**src/rtl/core/clcd_pkg.sv**
```systemverilog
// Shared types, codes and helper functions for the character LCD bus sequencer.
package clcd_pkg;

    // Host request codes carried in req_type.
    localparam logic [2:0] REQ_NONE     = 3'd0;
    localparam logic [2:0] REQ_CMD_WR   = 3'd1;
    localparam logic [2:0] REQ_DATA_WR  = 3'd2;
    localparam logic [2:0] REQ_DATA_RD  = 3'd3;
    localparam logic [2:0] REQ_STAT_RD  = 3'd4;
    localparam logic [2:0] REQ_POWERUP  = 3'd5;

    // Configuration register indexes.
    localparam logic [2:0] CFG_E_HIGH   = 3'd0;
    localparam logic [2:0] CFG_TICKS_MS = 3'd1;
    localparam logic [2:0] CFG_FUNC_SET = 3'd2;
    localparam logic [2:0] CFG_ENTRY    = 3'd3;
    localparam logic [2:0] CFG_DISP     = 3'd4;

    localparam int CFG_IDX_W  = 3;
    localparam int CFG_DATA_W = 16;
    localparam int WAIT_W     = 23;
    localparam int STEP_W     = 4;

    // Register reset values.
    localparam logic [7:0]  E_HIGH_RST   = 8'd25;
    localparam logic [15:0] TICKS_MS_RST = 16'd50000;
    localparam logic [7:0]  FUNC_SET_RST = 8'h2C;
    localparam logic [7:0]  ENTRY_RST    = 8'h06;
    localparam logic [7:0]  DISP_RST     = 8'h0E;

    localparam logic [7:0] BUSY_FLAG  = 8'h80;
    localparam logic [7:0] CLEAR_CMD  = 8'h01;
    localparam logic [3:0] RAW_NIB_3  = 4'h3;
    localparam logic [3:0] RAW_NIB_2  = 4'h2;

    // Power-up step numbers that need special handling.
    localparam logic [STEP_W-1:0] STEP_FIRST_WAIT = 4'd0;
    localparam logic [STEP_W-1:0] STEP_SHORT_WAIT = 4'd2;
    localparam logic [STEP_W-1:0] STEP_LAST_WAIT  = 4'd8;
    localparam logic [STEP_W-1:0] STEP_LAST_RAW   = 4'd7;
    localparam logic [STEP_W-1:0] STEP_FUNC_SET   = 4'd9;
    localparam logic [STEP_W-1:0] STEP_ENTRY      = 4'd10;
    localparam logic [STEP_W-1:0] STEP_CLEAR      = 4'd11;
    localparam logic [STEP_W-1:0] STEP_LAST_CMD   = 4'd12;

    localparam logic [WAIT_W-1:0] MS_LONG  = 23'd100;
    localparam logic [WAIT_W-1:0] MS_SHORT = 23'd5;

    typedef enum logic [3:0] {
        PH_IDLE     = 4'd0,
        PH_WAIT     = 4'd1,
        PH_RAW_E    = 4'd2,
        PH_RAW_GAP  = 4'd3,
        PH_WR_E     = 4'd4,
        PH_WR_GAP   = 4'd5,
        PH_RD_E     = 4'd6,
        PH_RD_GAP   = 4'd7,
        PH_POLL_E   = 4'd8,
        PH_POLL_GAP = 4'd9
    } phase_t;

    typedef struct packed {
        logic [7:0]  e_high_ticks;
        logic [15:0] ticks_per_ms;
        logic [7:0]  function_set_word;
        logic [7:0]  entry_mode_word;
        logic [7:0]  display_control_word;
    } cfg_t;

    // What starting one power-up step does to the sequencer.
    typedef struct packed {
        phase_t              phase;
        logic [WAIT_W-1:0]   wait_cnt;
        logic                held_load;
        logic [7:0]          held;
        logic                lnn_clear;
        logic                fin;
    } step_t;

    typedef struct packed {
        logic       lcd_e;
        logic       lcd_rs;
        logic       lcd_rw;
        logic       lcd_bus_drive;
        logic [3:0] lcd_bus_out;
        logic       ready_res;
        logic       done_res;
        logic [7:0] read_byte;
        logic       rejected;
    } res_t;

    function automatic logic [3:0] rev4(input logic [3:0] n);
        return {n[0], n[1], n[2], n[3]};
    endfunction

    // E high count, zero acts as one.
    function automatic logic [WAIT_W-1:0] e_load(input logic [7:0] e_ticks);
        return (e_ticks == 8'd0) ? WAIT_W'(1) : WAIT_W'(e_ticks);
    endfunction

    function automatic step_t start_step(input logic [STEP_W-1:0] s, input cfg_t cfg);
        step_t             r;
        logic [WAIT_W-1:0] ms;
        logic [WAIT_W-1:0] n;
        r.phase     = PH_IDLE;
        r.wait_cnt  = e_load(cfg.e_high_ticks);
        r.held_load = 1'b0;
        r.held      = CLEAR_CMD;
        r.lnn_clear = 1'b0;
        r.fin       = 1'b0;
        ms = (s == STEP_FIRST_WAIT) ? MS_LONG :
             (s == STEP_SHORT_WAIT) ? MS_SHORT : WAIT_W'(1);
        n  = ms * WAIT_W'(cfg.ticks_per_ms);
        if (s <= STEP_LAST_WAIT && !s[0])
        begin
            r.phase    = PH_WAIT;
            r.wait_cnt = (n == '0) ? WAIT_W'(1) : n;
        end
        else if (s <= STEP_LAST_RAW)
        begin
            r.phase = PH_RAW_E;
        end
        else if (s <= STEP_LAST_CMD)
        begin
            r.phase     = PH_WR_E;
            r.held_load = 1'b1;
            r.lnn_clear = 1'b1;
            r.held      = (s == STEP_FUNC_SET) ? cfg.function_set_word :
                          (s == STEP_ENTRY)    ? cfg.entry_mode_word :
                          (s == STEP_CLEAR)    ? CLEAR_CMD : cfg.display_control_word;
        end
        else
        begin
            r.fin = 1'b1;
        end
        return r;
    endfunction

endpackage

```
**src/rtl/core/clcd_if.sv**
```systemverilog
// Request and result channel interfaces for the character LCD bus sequencer.
interface clcd_req_if;
    logic       valid;
    logic       ready;
    logic [2:0] req_type;
    logic [7:0] req_byte;
    logic [3:0] bus_in;

    modport source (output valid, req_type, req_byte, bus_in, input ready);
    modport sink   (input valid, req_type, req_byte, bus_in, output ready);
endinterface

interface clcd_res_if;
    logic       valid;
    logic       ready;
    logic       lcd_e;
    logic       lcd_rs;
    logic       lcd_rw;
    logic       lcd_bus_drive;
    logic [3:0] lcd_bus_out;
    logic       ready_res;
    logic       done_res;
    logic [7:0] read_byte;
    logic       rejected;

    modport source (output valid, lcd_e, lcd_rs, lcd_rw, lcd_bus_drive, lcd_bus_out,
                    ready_res, done_res, read_byte, rejected, input ready);
    modport sink   (input valid, lcd_e, lcd_rs, lcd_rw, lcd_bus_drive, lcd_bus_out,
                    ready_res, done_res, read_byte, rejected, output ready);
endinterface

```
**src/rtl/core/char_lcd_4bit_bus_sequencer_unit.sv**
```systemverilog
// Top level of the character LCD 4-bit bus sequencer.
//
// Usage:
//   req  : one beat per clock tick of the LCD pin sequencer. req_type asks for a
//          command write, data write, data read, status read or the power-up
//          sequence; bus_in is the raw nibble on the LCD data pins that tick.
//   res  : one beat for every req beat: pin levels (E, RS, RW, drive, nibble),
//          ready/done/rejected flags and the byte read.
//   cfg  : cfg_we/cfg_index/cfg_data write the E width, ticks per ms and the
//          three power-up command words; write only while the sequencer idles.
// Output: a res beat is registered and appears in the cycle after its req beat is taken.
// Throughput: one beat per cycle while the receiver drains res; the sequencer state and
//   the result register are updated together in the same cycle, so back-to-back beats flow freely.
// Stall: res holds its beat in an output register; req.ready stays high while
//   that register is empty or being drained, so a stalled receiver stops
//   intake after one beat and nothing is lost.
// Reset: the sequencer goes idle, the result register empties and the config
//   registers return to their defaults (E width 25, 50000 ticks/ms, 0x2C,
//   0x06, 0x0E). Busy polling has no timeout.
module char_lcd_4bit_bus_sequencer_unit
    import clcd_pkg::*;
(
    input  logic                  clk,
    input  logic                  rst_n,
    input  logic                  cfg_we,
    input  logic [CFG_IDX_W-1:0]  cfg_index,
    input  logic [CFG_DATA_W-1:0] cfg_data,
    clcd_req_if.sink              req,
    clcd_res_if.source            res
);

    // Config registers
    cfg_t cfg_reg;

    // Sequencer state
    phase_t            phase_reg, phase_next;
    logic [WAIT_W-1:0] wait_reg, wait_next;
    logic [7:0]        held_reg, held_next;
    logic [7:0]        asm_reg, asm_next;
    logic [2:0]        kind_reg, kind_next;
    logic [STEP_W-1:0] pstep_reg, pstep_next;
    logic              lnn_reg, lnn_next;

    // Result register
    logic res_valid_reg, res_valid_next;
    res_t res_reg, res_next;

    logic              req_fire;
    logic              req_known;
    logic              kind_rs;
    logic [STEP_W-1:0] step_sel;
    step_t             st;
    logic [3:0]        rd_nib;
    logic [7:0]        sampled;

    // Intake runs whenever the result register can take a beat.
    assign req.ready = !res_valid_reg || res.ready;
    assign req_fire  = req.valid && req.ready;

    always_ff @(posedge clk or negedge rst_n)
    begin
        if (!rst_n)
        begin
            cfg_reg.e_high_ticks         <= E_HIGH_RST;
            cfg_reg.ticks_per_ms         <= TICKS_MS_RST;
            cfg_reg.function_set_word    <= FUNC_SET_RST;
            cfg_reg.entry_mode_word      <= ENTRY_RST;
            cfg_reg.display_control_word <= DISP_RST;
        end
        else if (cfg_we)
        begin
            unique case (cfg_index)
                CFG_E_HIGH:   cfg_reg.e_high_ticks         <= cfg_data[7:0];
                CFG_TICKS_MS: cfg_reg.ticks_per_ms         <= cfg_data;
                CFG_FUNC_SET: cfg_reg.function_set_word    <= cfg_data[7:0];
                CFG_ENTRY:    cfg_reg.entry_mode_word      <= cfg_data[7:0];
                CFG_DISP:     cfg_reg.display_control_word <= cfg_data[7:0];
                default: ;    // indexes past the list are dropped
            endcase
        end
    end

    // One shared step decoder: step 0 from idle, otherwise the following step.
    assign step_sel = (phase_reg == PH_IDLE) ? STEP_FIRST_WAIT : pstep_reg + 4'd1;
    assign st       = start_step(step_sel, cfg_reg);

    assign req_known = (req.req_type >= REQ_CMD_WR) && (req.req_type <= REQ_POWERUP);
    assign kind_rs   = (kind_reg == REQ_DATA_WR) || (kind_reg == REQ_DATA_RD);

    // Read nibble: high half first, then low half.
    assign rd_nib  = rev4(req.bus_in);
    assign sampled = lnn_reg ? {asm_reg[7:4], rd_nib} : {rd_nib, 4'h0};

    always_comb
    begin
        phase_next = phase_reg;
        wait_next  = wait_reg;
        held_next  = held_reg;
        asm_next   = asm_reg;
        kind_next  = kind_reg;
        pstep_next = pstep_reg;
        lnn_next   = lnn_reg;
        res_next   = '0;

        // Pin levels for this tick
        unique case (phase_reg)
            PH_RAW_E:
            begin
                res_next.lcd_e         = 1'b1;
                res_next.lcd_bus_drive = 1'b1;
                res_next.lcd_bus_out   = rev4((pstep_reg == STEP_LAST_RAW) ?
                                              RAW_NIB_2 : RAW_NIB_3);
            end
            PH_WR_E:
            begin
                res_next.lcd_e         = 1'b1;
                res_next.lcd_rs        = kind_rs;
                res_next.lcd_bus_drive = 1'b1;
                res_next.lcd_bus_out   = rev4(lnn_reg ? held_reg[3:0] : held_reg[7:4]);
            end
            PH_WR_GAP:
            begin
                res_next.lcd_rs = kind_rs;
            end
            PH_RD_E:
            begin
                res_next.lcd_e  = 1'b1;
                res_next.lcd_rs = kind_rs;
                res_next.lcd_rw = 1'b1;
            end
            PH_RD_GAP:
            begin
                res_next.lcd_rs = kind_rs;
                res_next.lcd_rw = 1'b1;
            end
            PH_POLL_E:
            begin
                res_next.lcd_e  = 1'b1;
                res_next.lcd_rw = 1'b1;
            end
            PH_POLL_GAP:
            begin
                res_next.lcd_rw = 1'b1;
            end
            default: ;
        endcase

        // Sequencing
        unique case (phase_reg)
            PH_IDLE:
            begin
                res_next.ready_res = 1'b1;
                if (req_known)
                begin
                    kind_next = req.req_type;
                    lnn_next  = 1'b0;
                    if (req.req_type == REQ_CMD_WR || req.req_type == REQ_DATA_WR)
                    begin
                        held_next  = req.req_byte;
                        phase_next = PH_WR_E;
                        wait_next  = e_load(cfg_reg.e_high_ticks);
                    end
                    else if (req.req_type == REQ_DATA_RD || req.req_type == REQ_STAT_RD)
                    begin
                        phase_next = PH_RD_E;
                        wait_next  = e_load(cfg_reg.e_high_ticks);
                    end
                    else
                    begin
                        pstep_next = STEP_FIRST_WAIT;
                        phase_next = st.phase;
                        wait_next  = st.wait_cnt;
                    end
                end
            end
            PH_WAIT, PH_RAW_GAP:
            begin
                if (phase_reg == PH_WAIT && wait_reg > WAIT_W'(1))
                begin
                    wait_next = wait_reg - WAIT_W'(1);
                end
                else
                begin
                    pstep_next        = step_sel;
                    phase_next        = st.phase;
                    wait_next         = st.fin ? wait_reg : st.wait_cnt;
                    res_next.done_res = st.fin;
                    if (st.held_load)
                    begin
                        held_next = st.held;
                    end
                    if (st.lnn_clear)
                    begin
                        lnn_next = 1'b0;
                    end
                end
            end
            PH_RAW_E, PH_WR_E:
            begin
                if (wait_reg > WAIT_W'(1))
                begin
                    wait_next = wait_reg - WAIT_W'(1);
                end
                else
                begin
                    phase_next = (phase_reg == PH_RAW_E) ? PH_RAW_GAP : PH_WR_GAP;
                end
            end
            PH_WR_GAP:
            begin
                lnn_next   = 1'b1;
                phase_next = lnn_reg ? PH_POLL_E : PH_WR_E;
                wait_next  = e_load(cfg_reg.e_high_ticks);
                if (lnn_reg)
                begin
                    lnn_next = 1'b0;    // poll restarts at the high nibble
                end
            end
            PH_RD_E, PH_POLL_E:
            begin
                if (wait_reg > WAIT_W'(1))
                begin
                    wait_next = wait_reg - WAIT_W'(1);
                end
                else
                begin
                    asm_next   = sampled;
                    phase_next = (phase_reg == PH_RD_E) ? PH_RD_GAP : PH_POLL_GAP;
                end
            end
            PH_RD_GAP:
            begin
                if (!lnn_reg)
                begin
                    lnn_next   = 1'b1;
                    phase_next = PH_RD_E;
                    wait_next  = e_load(cfg_reg.e_high_ticks);
                end
                else if (kind_reg == REQ_DATA_RD)
                begin
                    held_next  = asm_reg;
                    lnn_next   = 1'b0;
                    phase_next = PH_POLL_E;
                    wait_next  = e_load(cfg_reg.e_high_ticks);
                end
                else
                begin
                    // status read: no busy poll afterwards
                    lnn_next           = 1'b0;
                    res_next.done_res  = 1'b1;
                    res_next.read_byte = asm_reg;
                    phase_next         = PH_IDLE;
                end
            end
            PH_POLL_GAP:
            begin
                if (!lnn_reg)
                begin
                    lnn_next   = 1'b1;
                    phase_next = PH_POLL_E;
                    wait_next  = e_load(cfg_reg.e_high_ticks);
                end
                else if ((asm_reg & BUSY_FLAG) != 8'h00)
                begin
                    lnn_next   = 1'b0;
                    phase_next = PH_POLL_E;
                    wait_next  = e_load(cfg_reg.e_high_ticks);
                end
                else
                begin
                    lnn_next = 1'b0;
                    if (kind_reg == REQ_POWERUP)
                    begin
                        pstep_next        = step_sel;
                        phase_next        = st.phase;
                        wait_next         = st.fin ? wait_reg : st.wait_cnt;
                        res_next.done_res = st.fin;
                        if (st.held_load)
                        begin
                            held_next = st.held;
                        end
                    end
                    else
                    begin
                        res_next.done_res  = 1'b1;
                        res_next.read_byte = (kind_reg == REQ_DATA_RD) ? held_reg : 8'h00;
                        phase_next         = PH_IDLE;
                    end
                end
            end
            default:
            begin
                phase_next = PH_IDLE;
            end
        endcase

        res_next.rejected = !res_next.ready_res && req_known;
    end

    always_comb
    begin
        if (req_fire)
        begin
            res_valid_next = 1'b1;
        end
        else if (res.ready)
        begin
            res_valid_next = 1'b0;
        end
        else
        begin
            res_valid_next = res_valid_reg;
        end
    end

    always_ff @(posedge clk or negedge rst_n)
    begin
        if (!rst_n)
        begin
            phase_reg     <= PH_IDLE;
            wait_reg      <= '0;
            held_reg      <= '0;
            asm_reg       <= '0;
            kind_reg      <= '0;
            pstep_reg     <= '0;
            lnn_reg       <= 1'b0;
            res_valid_reg <= 1'b0;
        end
        else
        begin
            res_valid_reg <= res_valid_next;
            if (req_fire)
            begin
                phase_reg <= phase_next;
                wait_reg  <= wait_next;
                held_reg  <= held_next;
                asm_reg   <= asm_next;
                kind_reg  <= kind_next;
                pstep_reg <= pstep_next;
                lnn_reg   <= lnn_next;
            end
        end
    end

    // Payload register, no reset needed
    always_ff @(posedge clk)
    begin
        if (req_fire)
        begin
            res_reg <= res_next;
        end
    end

    assign res.valid         = res_valid_reg;
    assign res.lcd_e         = res_reg.lcd_e;
    assign res.lcd_rs        = res_reg.lcd_rs;
    assign res.lcd_rw        = res_reg.lcd_rw;
    assign res.lcd_bus_drive = res_reg.lcd_bus_drive;
    assign res.lcd_bus_out   = res_reg.lcd_bus_out;
    assign res.ready_res     = res_reg.ready_res;
    assign res.done_res      = res_reg.done_res;
    assign res.read_byte     = res_reg.read_byte;
    assign res.rejected      = res_reg.rejected;

`ifndef SYNTHESIS
    // Done only comes out of a running sequence, never on an idle tick.
    a_done_not_idle: assert property (@(posedge clk) disable iff (!rst_n)
        res_valid_reg |-> !(res_reg.done_res && res_reg.ready_res))
        else $error("done flagged on an idle tick");

    // A reject is only possible while busy.
    a_reject_busy: assert property (@(posedge clk) disable iff (!rst_n)
        res_valid_reg |-> !(res_reg.rejected && res_reg.ready_res))
        else $error("request rejected while idle");

    // The bus is driven only during an E-high write nibble.
    a_drive_write: assert property (@(posedge clk) disable iff (!rst_n)
        (res_valid_reg && res_reg.lcd_bus_drive) |-> (res_reg.lcd_e && !res_reg.lcd_rw))
        else $error("bus driven outside a write strobe");

    // A read byte is only reported with done.
    a_byte_with_done: assert property (@(posedge clk) disable iff (!rst_n)
        (res_valid_reg && res_reg.read_byte != 8'h00) |-> res_reg.done_res)
        else $error("read byte without done");
`endif

endmodule
```
**src/flat_wrapper.sv**
```systemverilog
// flat-port wrapper written by rule: the top's interface ports become plain ports
module char_lcd_4bit_bus_sequencer_unit_flat import clcd_pkg::*;
  (clk, rst_n, cfg_we, cfg_index, cfg_data, req_valid, req_req_type, req_req_byte, req_bus_in, req_ready, res_valid, res_lcd_e, res_lcd_rs, res_lcd_rw, res_lcd_bus_drive, res_lcd_bus_out, res_ready_res, res_done_res, res_read_byte, res_rejected, res_ready);
  clcd_req_if req_i ();
  clcd_res_if res_i ();
  input  logic clk;
  input  logic rst_n;
  input  logic cfg_we;
  input  logic [CFG_IDX_W-1:0] cfg_index;
  input  logic [CFG_DATA_W-1:0] cfg_data;
  input wire logic [$bits(req_i.valid)-1:0] req_valid;
  input wire logic [$bits(req_i.req_type)-1:0] req_req_type;
  input wire logic [$bits(req_i.req_byte)-1:0] req_req_byte;
  input wire logic [$bits(req_i.bus_in)-1:0] req_bus_in;
  output wire logic [$bits(req_i.ready)-1:0] req_ready;
  output wire logic [$bits(res_i.valid)-1:0] res_valid;
  output wire logic [$bits(res_i.lcd_e)-1:0] res_lcd_e;
  output wire logic [$bits(res_i.lcd_rs)-1:0] res_lcd_rs;
  output wire logic [$bits(res_i.lcd_rw)-1:0] res_lcd_rw;
  output wire logic [$bits(res_i.lcd_bus_drive)-1:0] res_lcd_bus_drive;
  output wire logic [$bits(res_i.lcd_bus_out)-1:0] res_lcd_bus_out;
  output wire logic [$bits(res_i.ready_res)-1:0] res_ready_res;
  output wire logic [$bits(res_i.done_res)-1:0] res_done_res;
  output wire logic [$bits(res_i.read_byte)-1:0] res_read_byte;
  output wire logic [$bits(res_i.rejected)-1:0] res_rejected;
  input wire logic [$bits(res_i.ready)-1:0] res_ready;
  assign req_i.valid = req_valid;
  assign req_i.req_type = req_req_type;
  assign req_i.req_byte = req_req_byte;
  assign req_i.bus_in = req_bus_in;
  assign req_ready = req_i.ready;
  assign res_valid = res_i.valid;
  assign res_lcd_e = res_i.lcd_e;
  assign res_lcd_rs = res_i.lcd_rs;
  assign res_lcd_rw = res_i.lcd_rw;
  assign res_lcd_bus_drive = res_i.lcd_bus_drive;
  assign res_lcd_bus_out = res_i.lcd_bus_out;
  assign res_ready_res = res_i.ready_res;
  assign res_done_res = res_i.done_res;
  assign res_read_byte = res_i.read_byte;
  assign res_rejected = res_i.rejected;
  assign res_i.ready = res_ready;
  char_lcd_4bit_bus_sequencer_unit u_core (.clk(clk), .rst_n(rst_n), .cfg_we(cfg_we), .cfg_index(cfg_index), .cfg_data(cfg_data), .req(req_i), .res(res_i));
endmodule
```
**config.mk**
```make
export PLATFORM = sky130hd
export DESIGN_NAME = char_lcd_4bit_bus_sequencer_unit_flat
export DESIGN_NICKNAME = d
export VERILOG_FILES = /design/src/rtl/core/clcd_pkg.sv /design/src/rtl/core/clcd_if.sv /design/src/rtl/core/char_lcd_4bit_bus_sequencer_unit.sv /design/src/flat_wrapper.sv
export SDC_FILE = /design/constraint.sdc
export NUM_CORES = 1
export LEC_CHECK = 0
export BUFFER_PORTS_ARGS = -buffer_cell sky130_fd_sc_hd__buf_2
export CORE_ASPECT_RATIO = 0.5
export CORE_MARGIN = 2
export CORE_UTILIZATION = 53
export CTS_CLUSTER_DIAMETER = 200
export DETAILED_ROUTE_END_ITERATION = 10
export PLACE_DENSITY = 0.73
export SYNTH_ARGS = -nofsm -noshare
export SYNTH_HDL_FRONTEND = slang
export SYNTH_SLANG_ARGS = --single-unit
```
**constraint.sdc**
```tcl
create_clock -name clk -period 17.44 [get_ports clk]
set_input_delay 2.616 -clock clk [delete_from_list [all_inputs] [get_ports clk]]
set_output_delay 2.616 -clock clk [all_outputs]
set_load 0.005 [all_outputs]
```
-- Word-level counts from Yosys, hierarchy flattened
Cells that the tools add are included.
- bitwise gates (word level): 2
- multiplexer cells: 85
- $lt $le $gt $ge: 6
- reduce and logical (&&, ||, !) cells: 42
- equal/unequal tests: 41
- $add $sub $neg: 2
- $mul: 1
- operator list (cell ; count):
    $mux 23 ; 14
    $pmux 23 s6 ; 1
    $mux 8 ; 15
    $mux 4 ; 25
    $mux 9 ; 4
    $pmux 8 s4 ; 1
    $pmux 4 s7 ; 1
    $gt 23x1->1 const B ; 1
    $logic_not 23->1 ; 1
    $mul 23x16->23 ; 1
    $sub 23x1->23 const B ; 1
    $mux 11 ; 2
    $eq 4x3->1 const B ; 5
    $eq 4x4->1 const B ; 5
    $eq 3x2->1 const B ; 6
    $pmux 8 s2 ; 1
    $ne 2x1->1 const B ; 7
    $ne 2x2->1 const B ; 7
    $mux 1 ; 13
    $eq 4x2->1 const B ; 3
    $pmux 4 s3 ; 1
    $reduce_or 4->1 ; 3
    $mux 10 ; 1
    $pmux 5 s2 ; 1
    32 further kinds ; 59
- logic and storage cells: 202
- bits of input ports: 39
- output and inout port bits: 21
- flip-flop bits (word level): 119

-- Logic depth before layout (Yosys ltp)
Gate-level depths: netlist (run 1).
- depth after elaboration: 14
- gate-level depth with buffers: 28
- mapped depth without buffers: 25

-- Worst setup path before layout (run 1)
No wires, ideal clock.
- path type: register -> register
- start: register u_core.phase_reg[3]
- end: register u_core.wait_reg[0]
- library setup time: 83 ps
- buffers on the path: 3
- data arrival time: 5626 ps
- stages on the path, launching flop included: 28
- period minus slack after synthesis: 5709 ps
- required time: 17357 ps
- path slack: 11731 ps
- cell sequence: dfrtp_1 > buf_2 > nor2_1 > nand2_1 > inv_1 > buf_2 > a41oi_1 > o31ai_1 > clkbuf_1 > nand2_1 > ha_1 > inv_1 > ha_1 > ha_1 > inv_1 > fa_1 > fa_1 > inv_1 > ha_1 > ha_1 > a211o_1 > a21oi_1 > o21ai_0 > a21bo_2 > xor2_1 > nor4_1 > a41oi_1 > o21ai_0
- word-level cells in the longest chain between the ends: 14
- elaborated cells between the ends (all ways): 45
- classes of those cells: mul (1); order compare (3); eq/ne (14); mux (17); reduce/logical (10)
- ends and longest elaborated chain (item ; line ; RTL):
    start: declaration ; char_lcd_4bit_bus_sequencer_unit.sv:36 ; phase_t phase_reg, phase_next;
    start signal: assignment ; char_lcd_4bit_bus_sequencer_unit.sv:334 ; phase_reg <= phase_next;
    $logic_not 4->1 ; char_lcd_4bit_bus_sequencer_unit.sv:84, char_lcd_4bit_bus_sequencer_unit.sv:149 ;
    $mux 4 ; char_lcd_4bit_bus_sequencer_unit.sv:84 ; assign step_sel = (phase_reg == PH_IDLE) ? STEP_FIRST_WAIT : pstep_reg + 4'd1;
    $eq 4x2->1 ; clcd_pkg.sv:112 ; (s == STEP_SHORT_WAIT) ? MS_SHORT : WAIT_W'(1);
    $mux 3 ; clcd_pkg.sv:112 ;
    $mux 23 ; clcd_pkg.sv:111 ; ms = (s == STEP_FIRST_WAIT) ? MS_LONG :
    $mul 23x16->23 ; clcd_pkg.sv:113 ; n = ms * WAIT_W'(cfg.ticks_per_ms);
    $logic_not 23->1 ; clcd_pkg.sv:117 ; r.wait_cnt = (n == '0) ? WAIT_W'(1) : n;
    $mux 23 ; clcd_pkg.sv:117 ;
    $mux 23 ; clcd_pkg.sv:114 ; if (s <= STEP_LAST_WAIT && !s[0])
    $mux 23 ; char_lcd_4bit_bus_sequencer_unit.sv:186, char_lcd_4bit_bus_sequencer_unit.sv:276 ;
    $mux 23 ; char_lcd_4bit_bus_sequencer_unit.sv:272 ; if (kind_reg == REQ_POWERUP)
    $mux 23 ; char_lcd_4bit_bus_sequencer_unit.sv:263 ; else if ((asm_reg & BUSY_FLAG) != 8'h00)
    $mux 23 ; char_lcd_4bit_bus_sequencer_unit.sv:257 ; if (!lnn_reg)
    $pmux 23 s6 ; char_lcd_4bit_bus_sequencer_unit.sv:149 ; unique case (phase_reg)
    end signal: assignment ; char_lcd_4bit_bus_sequencer_unit.sv:335 ; wait_reg <= wait_next;
    end: declaration ; char_lcd_4bit_bus_sequencer_unit.sv:37 ; logic [WAIT_W-1:0] wait_reg, wait_next;
Several ways; a longest one is shown, not always the timed one. The select of a mux whose other input is x is not followed.
A chain may end at the register's enable or synchronous reset.

-- Worst setup path after layout (run 1)
- start: register u_core.phase_reg[2]
- end: register u_core.wait_reg[0]
The elaborated chain is that of the path after synthesis.

==> results.md, run 1 <==
- P&R area growth vs syn: 10.9%
- Post-CTS Setup Bufs: 0
- Crit path required time: 17780 ps
- DR WL/cell: 18.9 µm
- CP max FO: 20
- Worst-Skew Late Latency: 430 ps
- DRC violations left: 0
- Vias: 8315
- Antenna Violating Nets Remaining: 0
- Core Area: 18300 µm²
- Worst path max stage delay: 760 ps
- RePlAce Congestion: 0.930
- Cells after synthesis: 1054
- Max-slew violations: 0
- I/O Buffers: 59
- Mapped Area: 9790 µm²
- Slew headroom: 19.9%
- Ys Warns: 0
- Worst EP arrival: 7300 ps
- Max Buffers Root-to-Sink: 2
- Unrepaired setup endpoints after global routing: no
- Critical Path End Type: flop
- Initial DRC count: 713
- Synth top area cells: dfrtp_1 21%, ha_1 14%, mux2_2 7.1%
- Tcrit/Tclk final: 39.9%
- Post-synth top area share: 21.2%
- Chip Width: 196 µm
- Buf/Inv on CP: 3
- Post-synth EDFFs: 19
- Dominant cell type by area after synthesis: dfrtp_1
- First-pass GRT wire length: 42500 µm
- Hold buffers post-CTS: 0
- Outcome: completed
- Fmax: 144 MHz
- Die height: 100 µm
- CTS sink count: 119
- Maxcap violations: 0
- Initial Util: 53.6%
- Setup violators final: 0
- Die area: 19600 µm²
- Commonest cells post-synth: 107 x ha_1, 88 x nor2_1, 83 x dfrtp_1, 83 x nand2_1, 73 x inv_1
- Post-Route WL: 25500 µm
- Final core utilization: 59.4%
- Nets: 1267
- H-Tree Depth: 4
- Startpoint types: flop
- Initial antenna violation count: 0
- Yosys reg bits: 119
- Fillers: 1558
- Worst R2R Path Depth: 23
- Fraction of layout cells with a size suffix above 1: 17.6%
- Net Count, Synth: 1221
- Final min period: 6970 ps
- GR Util met2: 45.4%
- Unique masters post-synth: 77
- DR vias/cell: 6.15
- Crit path cell chain: nor2_1, nand2_1, inv_1, a41oi_1, o31a_1, and2_1, ha_1, inv_1, fa_1, inv_1, ha_1, ha_1, fa_1, fa_1, ha_1, nand3_1, o211a_1, o21ai_0, a31oi_1, and2_1, nor3_1, a41oi_1, o21ai_0
- CTS tree: built
- Top_reg_cell synth: dfrtp_1
- I/O pin cnt: 60
- Clock root buffer: clkbuf_16
- Grt peak-use layer: met2
- Hold path depth: 1
- Slowest CP cell: dfrtp_1
- Clock-pin slew on the worst setup and hold paths: 70 ps
- Synthesized area per cell: 9.29 µm²
- # resized after CTS: 0
- Number of global-route vias before repair: 8410
- Final hold violations: 0
- GRT Residual Overflow: 0
- Largest net degree at the start of global routing: 73
- First-pass DRT Iterations: 5
- GRT met3 Usage: 5.24%
- Setup TNS: 0 ps
- Layout Skew: 13.5 ps
- Critical path type: reg -> reg
- Worst slew pin tran: 1190 ps
- Diodes inserted: 0
- Largest register FFs: 48
- Post-DP HPWL: 18600 µm
- Total GRT Usage: 27.4%
- Most used cell, CP: ha_1
- Met1 usage: 36.3%
- Async SR Flop Fraction: 84.0%
- Row count: 35
- Post-synthesis sequential area ratio: 31.6%
- Top-count cell post-synth: ha_1
- Critical path depth in cells: 23
- Total CTS buffers: 17
- Worst Hold Class: reg -> reg
- Critical path's top delay family: adder cells
[metal layers]
metal	share of wire, %	up-vias
met4	2.3	0
li1	-	3918
met3	4.7	50
met2	47	253
met1	46	4094
met5	0	-
[area by class of cell]
| cell class | count | area (µm²) | share of cell area (%) |
|---|---|---|---|
| Sequential cell | 119 | 3090 | 28.5 |
| Tap cell | 240 | 300 | 2.77 |
| Clock inverter | 11 | 87.6 | 0.807 |
| Timing Repair Buffer | 65 | 343 | 3.16 |
| Multi-Input combinational cell | 824 | 6260 | 57.7 |
| Clock buffer | 21 | 493 | 4.54 |
| Inverter | 73 | 274 | 2.53 |
[stage by stage]
stage | instances | worst slack [ps] | cell area, µm² | hold WS (ps)
floorplan | 1054 | 11730 | 9790 | 470
global placement | 1321 | 10950 | 10300 | 486
detailed placement | 1321 | 10620 | 10300 | 491
CTS | 1353 | 10510 | 10900 | 506
global route | 1353 | 9890 | 10900 | 527
finish | 1353 | 10470 | 10900 | 507
[path summary, 6_finish.rpt]
path | from | end | slack, ps
min in group asynchronous | rst_n | u_core.asm_reg[5]$_DFFE_PN0P_ | 2110
min | u_core.cfg_reg[15]$_DFFE_PN0P_ | u_core.cfg_reg[15]$_DFFE_PN0P_ | 510
min reg2reg | u_core.cfg_reg[15]$_DFFE_PN0P_ | u_core.cfg_reg[15]$_DFFE_PN0P_ | 510
max reg2reg | u_core.phase_reg[2]$_DFFE_PN0P_ | u_core.wait_reg[0]$_DFFE_PN0P_ | 10470
max | u_core.phase_reg[2]$_DFFE_PN0P_ | u_core.wait_reg[0]$_DFFE_PN0P_ | 10470
max in group asynchronous | rst_n | u_core.wait_reg[0]$_DFFE_PN0P_ | 14020
[placed cells by master (no fill, tap or decap), types with 6 or more instances in the layout]
cell type	instances
dfstp_2	17
or3_1	7
a21o_1	8
a41oi_1	6
and2_1	54
nand3_1	22
fa_1	21
inv_1	73
or2_2	7
a221oi_1	12
o21a_1	9
and3_1	13
ha_1	107
mux2i_1	7
nand2_1	83
buf_4	7
a31oi_1	8
buf_2	58
clkbuf_16	19
o22ai_1	12
a211oi_1	12
nor3_1	24
xnor2_1	12
o211ai_1	6
mux2_2	62
o21ai_0	62
a22o_1	21
xor2_1	12
nor2_1	88
a21oi_1	55
edfxtp_1	19
nor4_1	7
dfrtp_1	83
[kinds of logic (layout without fill, tap and decap cells)]
logic type,after synthesis,after routing,synth area share [%]
buffers and inverters,111,170,4.45
adder cells (fa/ha/maj),128,128,18.0
flip-flops,119,119,31.6
AO/OA/AOI/OAI,267,267,18.6
AND/OR/NAND/NOR,336,336,17.3
multiplexers,69,69,7.85
XOR/XNOR,24,24,2.15
[worst reg2reg max path, delay by kind of cell (launching register included)]
family | cells | cell delay, ps
AO/OA/AOI/OAI | 7 | 2040
adder cells (fa/ha/maj) | 7 | 2490
AND/OR/NAND/NOR | 6 | 1250
buffers and inverters | 3 | 320
flip-flops | 1 | 760
Power of run 1 is not shown: default switching activity piles up to over one toggle a cycle in this logic, so the estimate is an artifact.
==> run 2: changes to the inputs <==
--- a/config.mk
+++ b/config.mk
@@ -11,7 +11,7 @@
 export CORE_UTILIZATION = 53
 export CTS_CLUSTER_DIAMETER = 200
 export DETAILED_ROUTE_END_ITERATION = 10
-export PLACE_DENSITY = 0.73
+export PLACE_DENSITY = 0.76
 export SYNTH_ARGS = -nofsm -noshare
 export SYNTH_HDL_FRONTEND = slang
 export SYNTH_SLANG_ARGS = --single-unit
==> constraint.sdc (replaced) <==
create_clock -name clk -period 6.35 [get_ports clk]
set_input_delay 0.9525 -clock clk [delete_from_list [all_inputs] [get_ports clk]]
set_output_delay 0.9525 -clock clk [all_outputs]
set_load 0.005 [all_outputs]
==> run 2 against run 1 <==
Via count rose by 3.1%. Fmax up 13%. Design area is 0.96% higher. Register-to-register slack got worse by 10000 ps. Sequential share of layout area fell by 0.27 points. Clock skew down 0.73 ps.
==> results.md, run 2 (synthesis gave the netlist of run 1 again) <==
- Outcome: completed
- P&R area growth vs syn: 11.9%
- Slowest CP cell: fa_1
- Startpoint types: flop
- Antenna Violating Nets Remaining: 0 (unchanged)
- Worst hold slack: 424 ps (-82.5 ps)
- Buf/Inv on CP: 4 (+1)
- Total GRT Usage: 27.1% (-0.31 points)
- Clock root buffer: clkbuf_16
- Slew headroom: 13.4% (-6.5 points)
- Max Buffers Root-to-Sink: 2 (unchanged)
- Post-Route WL: 25700 µm (+0.60%)
- Critical path type: reg -> reg
- Number of global-route vias before repair: 8557 (+1.7%)
- Commonest non-fill, non-tap cell in the layout: ha_1
- Die height: 100 µm (unchanged)
- Largest net degree at the start of global routing: 78 (+6.8%)
- Layout Skew: 12.7 ps (-0.730 ps)
- Post-DP HPWL: 18500 µm (-0.40%)
- I/O Buffers: 59 (unchanged)
- Core Area: 18300 µm² (unchanged)
- Critical path's top delay family: adder cells
- DRC violations left: 0 (unchanged)
- First-pass GRT wire length: 42300 µm (-0.52%)
- Commonest cells after routing, fill and taps aside: 104 x ha_1, 88 x nor2_1, 83 x nand2_1, 83 x dfrtp_1, 73 x inv_1
- Chip Width: 196 µm (unchanged)
- Final min period: 6150 ps (-819 ps)
- CTS sink count: 119 (unchanged)
- DR vias/cell: 6.29 (+2.4%)
- Setup violators final: 0 (unchanged)
- DR WL/cell: 18.8 µm (-0.14%)
- Hold buffers post-CTS: 0 (unchanged)
- Largest register FFs: 48 (unchanged)
- Fmax: 163 MHz (+13%)
- Die area: 19600 µm² (unchanged)
- Nets: 1277 (+0.79%)
- Most used cell, CP: ha_1
- Worst EP arrival: 6480 ps (-820 ps)
- Row count: 35 (unchanged)
- H-Tree Depth: 4 (unchanged)
- I/O pin cnt: 60 (unchanged)
- Initial Util: 53.6% (unchanged)
- Worst Hold Class: in -> async
- CTS tree: built
- Worst slew pin tran: 1290 ps (+96.5 ps)
- Clock-pin slew on the worst setup and hold paths: 60 ps (about the same)
- Maxcap violations: 0 (unchanged)
- Crit path cell chain: ha_4, inv_1, a41oi_1, o31ai_1, buf_4, and2_1, ha_1, inv_1, fa_1, inv_1, ha_1, ha_1, ha_1, fa_1, ha_1, a21oi_2, nand2_1, or3_1, a2111oi_2, nand4b_1, nor4_2, a41oi_1, o21ai_0
- Diodes inserted: 0 (unchanged)
- Vias: 8575 (+3.1%)
- Worst path max stage delay: 530 ps (-230 ps)
- Total CTS buffers: 17 (unchanged)
- Final hold violations: 0 (unchanged)
- GRT Residual Overflow: 0 (unchanged)
- First-pass DRT Iterations: 7 (+2)
- Initial DRC count: 763 (+7.0%)
- Fraction of layout cells with a size suffix above 1: 19.4% (+1.8 points)
- Worst-Skew Late Latency: 430 ps (about the same)
- Tcrit/Tclk final: 96.8% (+57 points)
- Initial antenna violation count: 0 (unchanged)
- Crit path required time: 6680 ps (-11100 ps)
- Critical Path End Type: flop
- Final core utilization: 60.0% (+0.57 points)
- CP max FO: 16 (-20%)
- RePlAce Congestion: 0.943 (+1.4%)
- Max-slew violations: 0 (unchanged)
run 2: cell types whose count changed in the layout (fill, tap and decap cells not counted), sizes merged:
| cell | previous run | this run |
|---|---|---|
| buf | 65 | 75 |
| inv | 76 | 77 |
| clkinvlp | 1 | 3 |
| clkinv | 7 | 5 |
| clkbuf | 21 | 20 |
run 2: worst reg2reg max path: cells and delay by family, from the launching register on:
kind / cells / cell delay, ps
DFF: 1 / 460
adders and majority gates: 8 / 2780
AOI/OAI and AO/OA: 6 / 1340
and+or+nand+nor: 5 / 1110
buffers and inverters: 4 / 350
run 2: layer usage:
layer / vias to the layer above / global-route usage, % / share of wire, %
met5: - / 0 / 0
li1: 3938 / - / -
met2: 380 / 45.8 / 47
met3: 63 / 4.67 / 6.8
met1: 4194 / 35.6 / 44
met4: 0 / 9.67 / 2.4
run 2: final cells by class:
cell class / instances / area, µm²
timing repair buffer: 75 / 418
clock buffer: 20 / 458
sequential: 119 / 3090
tap: 240 / 300
inverter: 73 / 274
clock inverter: 12 / 93.8
multi-input combinational: 824 / 6320
fill: 1510 / 7310
run 2: repair_timing:
action                                  CTS  global route
setup buffers                             0             0
endpoints found under the hold margin     0             0
endpoints found under the setup margin    0             6
resized for setup                         0            15
run 2: path summary, 6_finish.rpt:
kind	from	to	slack [ps]	cells past startpoint
worst max-delay path	u_core.pstep_reg[1]$_DFFE_PN0P_	u_core.wait_reg[0]$_DFFE_PN0P_	200	23
worst min register to register	u_core.cfg_reg[13]$_DFFE_PN0P_	u_core.cfg_reg[13]$_DFFE_PN0P_	510	1
worst max register to register	u_core.pstep_reg[1]$_DFFE_PN0P_	u_core.wait_reg[0]$_DFFE_PN0P_	200	23
min in group clk	u_core.cfg_reg[13]$_DFFE_PN0P_	u_core.cfg_reg[13]$_DFFE_PN0P_	510	1
max in group asynchronous	rst_n	u_core.wait_reg[21]$_DFFE_PN0P_	4600	2
worst min-delay path	rst_n	u_core.held_reg[6]$_DFFE_PN0P_	420	1
run 2: through the flow:
stage	setup TNS, ps	std cells	worst slack, ps	cell area (µm²)
floorplan	0	1054	641	9790
CTS	0	1363	34.6	10900
global route	-77.8	1363	-72.1	11000
finish	0	1363	202	11000
detailed placement	0	1331	65.8	10300
global placement	0	1331	409	10300
Power of run 2 is left out for the same reason.
==> run 3: changes to the inputs <==
--- a/config.mk
+++ b/config.mk
@@ -9,6 +9,7 @@
 export CORE_ASPECT_RATIO = 0.5
 export CORE_MARGIN = 2
 export CORE_UTILIZATION = 53
+export CTS_BUF_LIST = sky130_fd_sc_hd__clkbuf_4 sky130_fd_sc_hd__clkbuf_8
 export CTS_CLUSTER_DIAMETER = 200
 export DETAILED_ROUTE_END_ITERATION = 10
 export PLACE_DENSITY = 0.76
==> run 3 against run 2 <==
Sequential share of layout area rose by 0.50 points. Non-clock buffer count did not move. First-iteration DRC count rose by 1.0%. Flip-flop and latch count did not move. Register-to-register slack got worse by 70 ps. Critical path depth did not move. Core utilization fell by 1.0 points. Die area did not move.
==> results.md, run 3 (synthesis gave the netlist of run 1 again) <==
- Outcome: completed
- Dpl ws: 65.8 ps (unchanged)
- CP max FO: 16 (unchanged)
- Largest register FFs: 48 (unchanged)
- Buf/Inv on CP: 4 (unchanged)
- Number of global-route vias before repair: 8522 (-0.41%)
- Worst EP arrival: 6590 ps (+110 ps)
- Setup violators final: 0 (unchanged)
- Startpoint types: flop
- Fmax: 161 MHz (-1.1%)
- Fraction of layout cells with a size suffix above 1: 19.3% (-0.089 points)
- Crit path capture: u_core.wait_reg[0]$_DFFE_PN0P_
- Antenna Violating Nets Remaining: 0 (unchanged)
- Initial DRC count: 771 (+1.0%)
- Worst Hold Class: in -> async
- Worst slew pin tran: 1210 ps (-74.8 ps)
- Vias: 8529 (-0.54%)
- Row count: 35 (unchanged)
- Total GRT Usage: 26.6% (-0.48 points)
- Die height: 100 µm (unchanged)
- Diodes inserted: 0 (unchanged)
- Post-DP HPWL: 18500 µm (unchanged)
- DR vias/cell: 6.26 (-0.54%)
- First-pass DRT Iterations: 5 (-2)
- First-pass GRT wire length: 41800 µm (-1.2%)
- R2R Setup Slk: 130 ps (-70 ps)
- Commonest non-fill, non-tap cell in the layout: ha_1
- Most used cell, CP: ha_1
- Critical path type: reg -> reg
- Critical Path End Type: flop
- Worst path max stage delay: 530 ps (about the same)
- Slew headroom: 18.5% (+5.0 points)
- Nets: 1277 (unchanged)
- Final worst slack: 131 ps (-71.3 ps)
- Die area: 19600 µm² (unchanged)
- I/O pin cnt: 60 (unchanged)
- Critical path depth in cells: 23 (unchanged)
- DR WL/cell: 18.6 µm (-1.1%)
- Post-Route WL: 25400 µm (-1.1%)
- Worst-Skew Late Latency: 460 ps (+30 ps)
- Worst R2R Path Depth: 23 (unchanged)
- RePlAce Congestion: 0.943 (unchanged)
- Chip Width: 196 µm (unchanged)
- CTS sink count: 119 (unchanged)
- Final min period: 6220 ps (+71.3 ps)
- Tcrit/Tclk final: 97.9% (+1.1 points)
- Core Area: 18300 µm² (unchanged)
- Initial antenna violation count: 0 (unchanged)
- Total CTS buffers: 17 (unchanged)
- Crit path required time: 6720 ps (+40 ps)
- Clock root buffer: clkbuf_8
- Final hold violations: 0 (unchanged)
- H-Tree Depth: 4 (unchanged)
- GRT Residual Overflow: 0 (unchanged)
- Layout Skew: 19.2 ps (+6.45 ps)
- DRC violations left: 0 (unchanged)
- Max-slew violations: 0 (unchanged)
- P&R area growth vs syn: 9.96%
- Largest net degree at the start of global routing: 78 (unchanged)
- Reg-to-Reg Start: u_core.pstep_reg[1]$_DFFE_PN0P_
- Worst Setup SP: u_core.pstep_reg[1]$_DFFE_PN0P_
- Critical path's top delay family: adder cells
- Slowest CP cell: fa_1
- Initial Util: 53.6% (unchanged)
- Clock-pin slew on the worst setup and hold paths: 90 ps (+30 ps)
- Commonest cells after routing, fill and taps aside: 105 x ha_1, 88 x nor2_1, 83 x nand2_1, 83 x dfrtp_1, 73 x inv_1
- Max Buffers Root-to-Sink: 2 (unchanged)
- Crit path cell chain: ha_4, inv_1, a41oi_1, o31ai_1, buf_4, and2_1, ha_1, inv_1, fa_1, inv_1, ha_1, ha_1, fa_1, ha_1, ha_1, a21oi_2, nand2_1, or3_1, a2111oi_2, nand4b_1, nor4_2, a41oi_1, o21ai_1
- I/O Buffers: 59 (unchanged)
- Post-CTS Setup Bufs: 0 (unchanged)
- CTS tree: built
- Maxcap violations: 0 (unchanged)
- Reg-to-Reg End: u_core.wait_reg[0]$_DFFE_PN0P_
## run 3: timing repair
item                       4_1_cts  5_1_grt
hold endpoints to repair         0        0
resized for setup                1       12
hold buffers                     0        0
setup endpoints to repair        1        6
## run 3: metrics by stage
step	TNS, ps	utilization [%]	cells	hold WS, ps	cell area, µm²
floorplan	0	-	1054	470	9790
global placement	0	56.7	1331	487	10300
detailed placement	0	56.7	1331	496	10300
CTS	0	58.7	1363	383	10700
global route	-205	58.9	1363	398	10800
finish	0	58.9	1363	380	10800
## run 3: layer usage
layer,global-route usage [%],part of all wire [%],vias to the layer above
met5,0,0,-
met4,9.38,2.4,0
met3,4.23,6.2,65
met2,45.3,47,339
met1,35.0,44,4189
li1,-,-,3936
## run 3: worst reg2reg max path, cell delays in order (launching register included)
cell	delay [ps]
dfrtp_1	470
ha_4	330
inv_1	70
a41oi_1	280
o31ai_1	130
buf_4	200
and2_1	190
ha_1	280
inv_1	50
fa_1	530
inv_1	40
ha_1	170
ha_1	300
fa_1	510
ha_1	320
ha_1	380
a21oi_2	200
nand2_1	110
or3_1	350
a2111oi_2	410
nand4b_1	200
nor4_2	280
a41oi_1	160
o21ai_1	180
## run 3: cell type report
type / instances / area, µm²
Clock buffer: 19 / 249
Sequential cell: 119 / 3090
Clock inverter: 13 / 124
Timing Repair Buffer: 75 / 418
Inverter: 73 / 274
Multi-Input combinational cell: 824 / 6300
Fill cell: 1542 / 7500
Tap cell: 240 / 300
## run 3: worst min-delay path by stage
stage                                              start  slack (ps)                        endpoint  cells past startpoint
after floorplan            u_core.cfg_reg[8]$_DFFE_PN0P_         470   u_core.cfg_reg[8]$_DFFE_PN0P_                      1
after global placement    u_core.cfg_reg[11]$_DFFE_PN0P_         490  u_core.cfg_reg[11]$_DFFE_PN0P_                      1
after detailed placement   u_core.cfg_reg[8]$_DFFE_PN0P_         500   u_core.cfg_reg[8]$_DFFE_PN0P_                      1
after CTS                                          rst_n         380      u_core.lnn_reg$_DFFE_PN0P_                      1
after global routing                               rst_n         400   u_core.asm_reg[3]$_DFFE_PN0P_                      1
final                                              rst_n         380  u_core.held_reg[3]$_DFFE_PN0P_                      1
Power of run 3 is left out for the same reason.
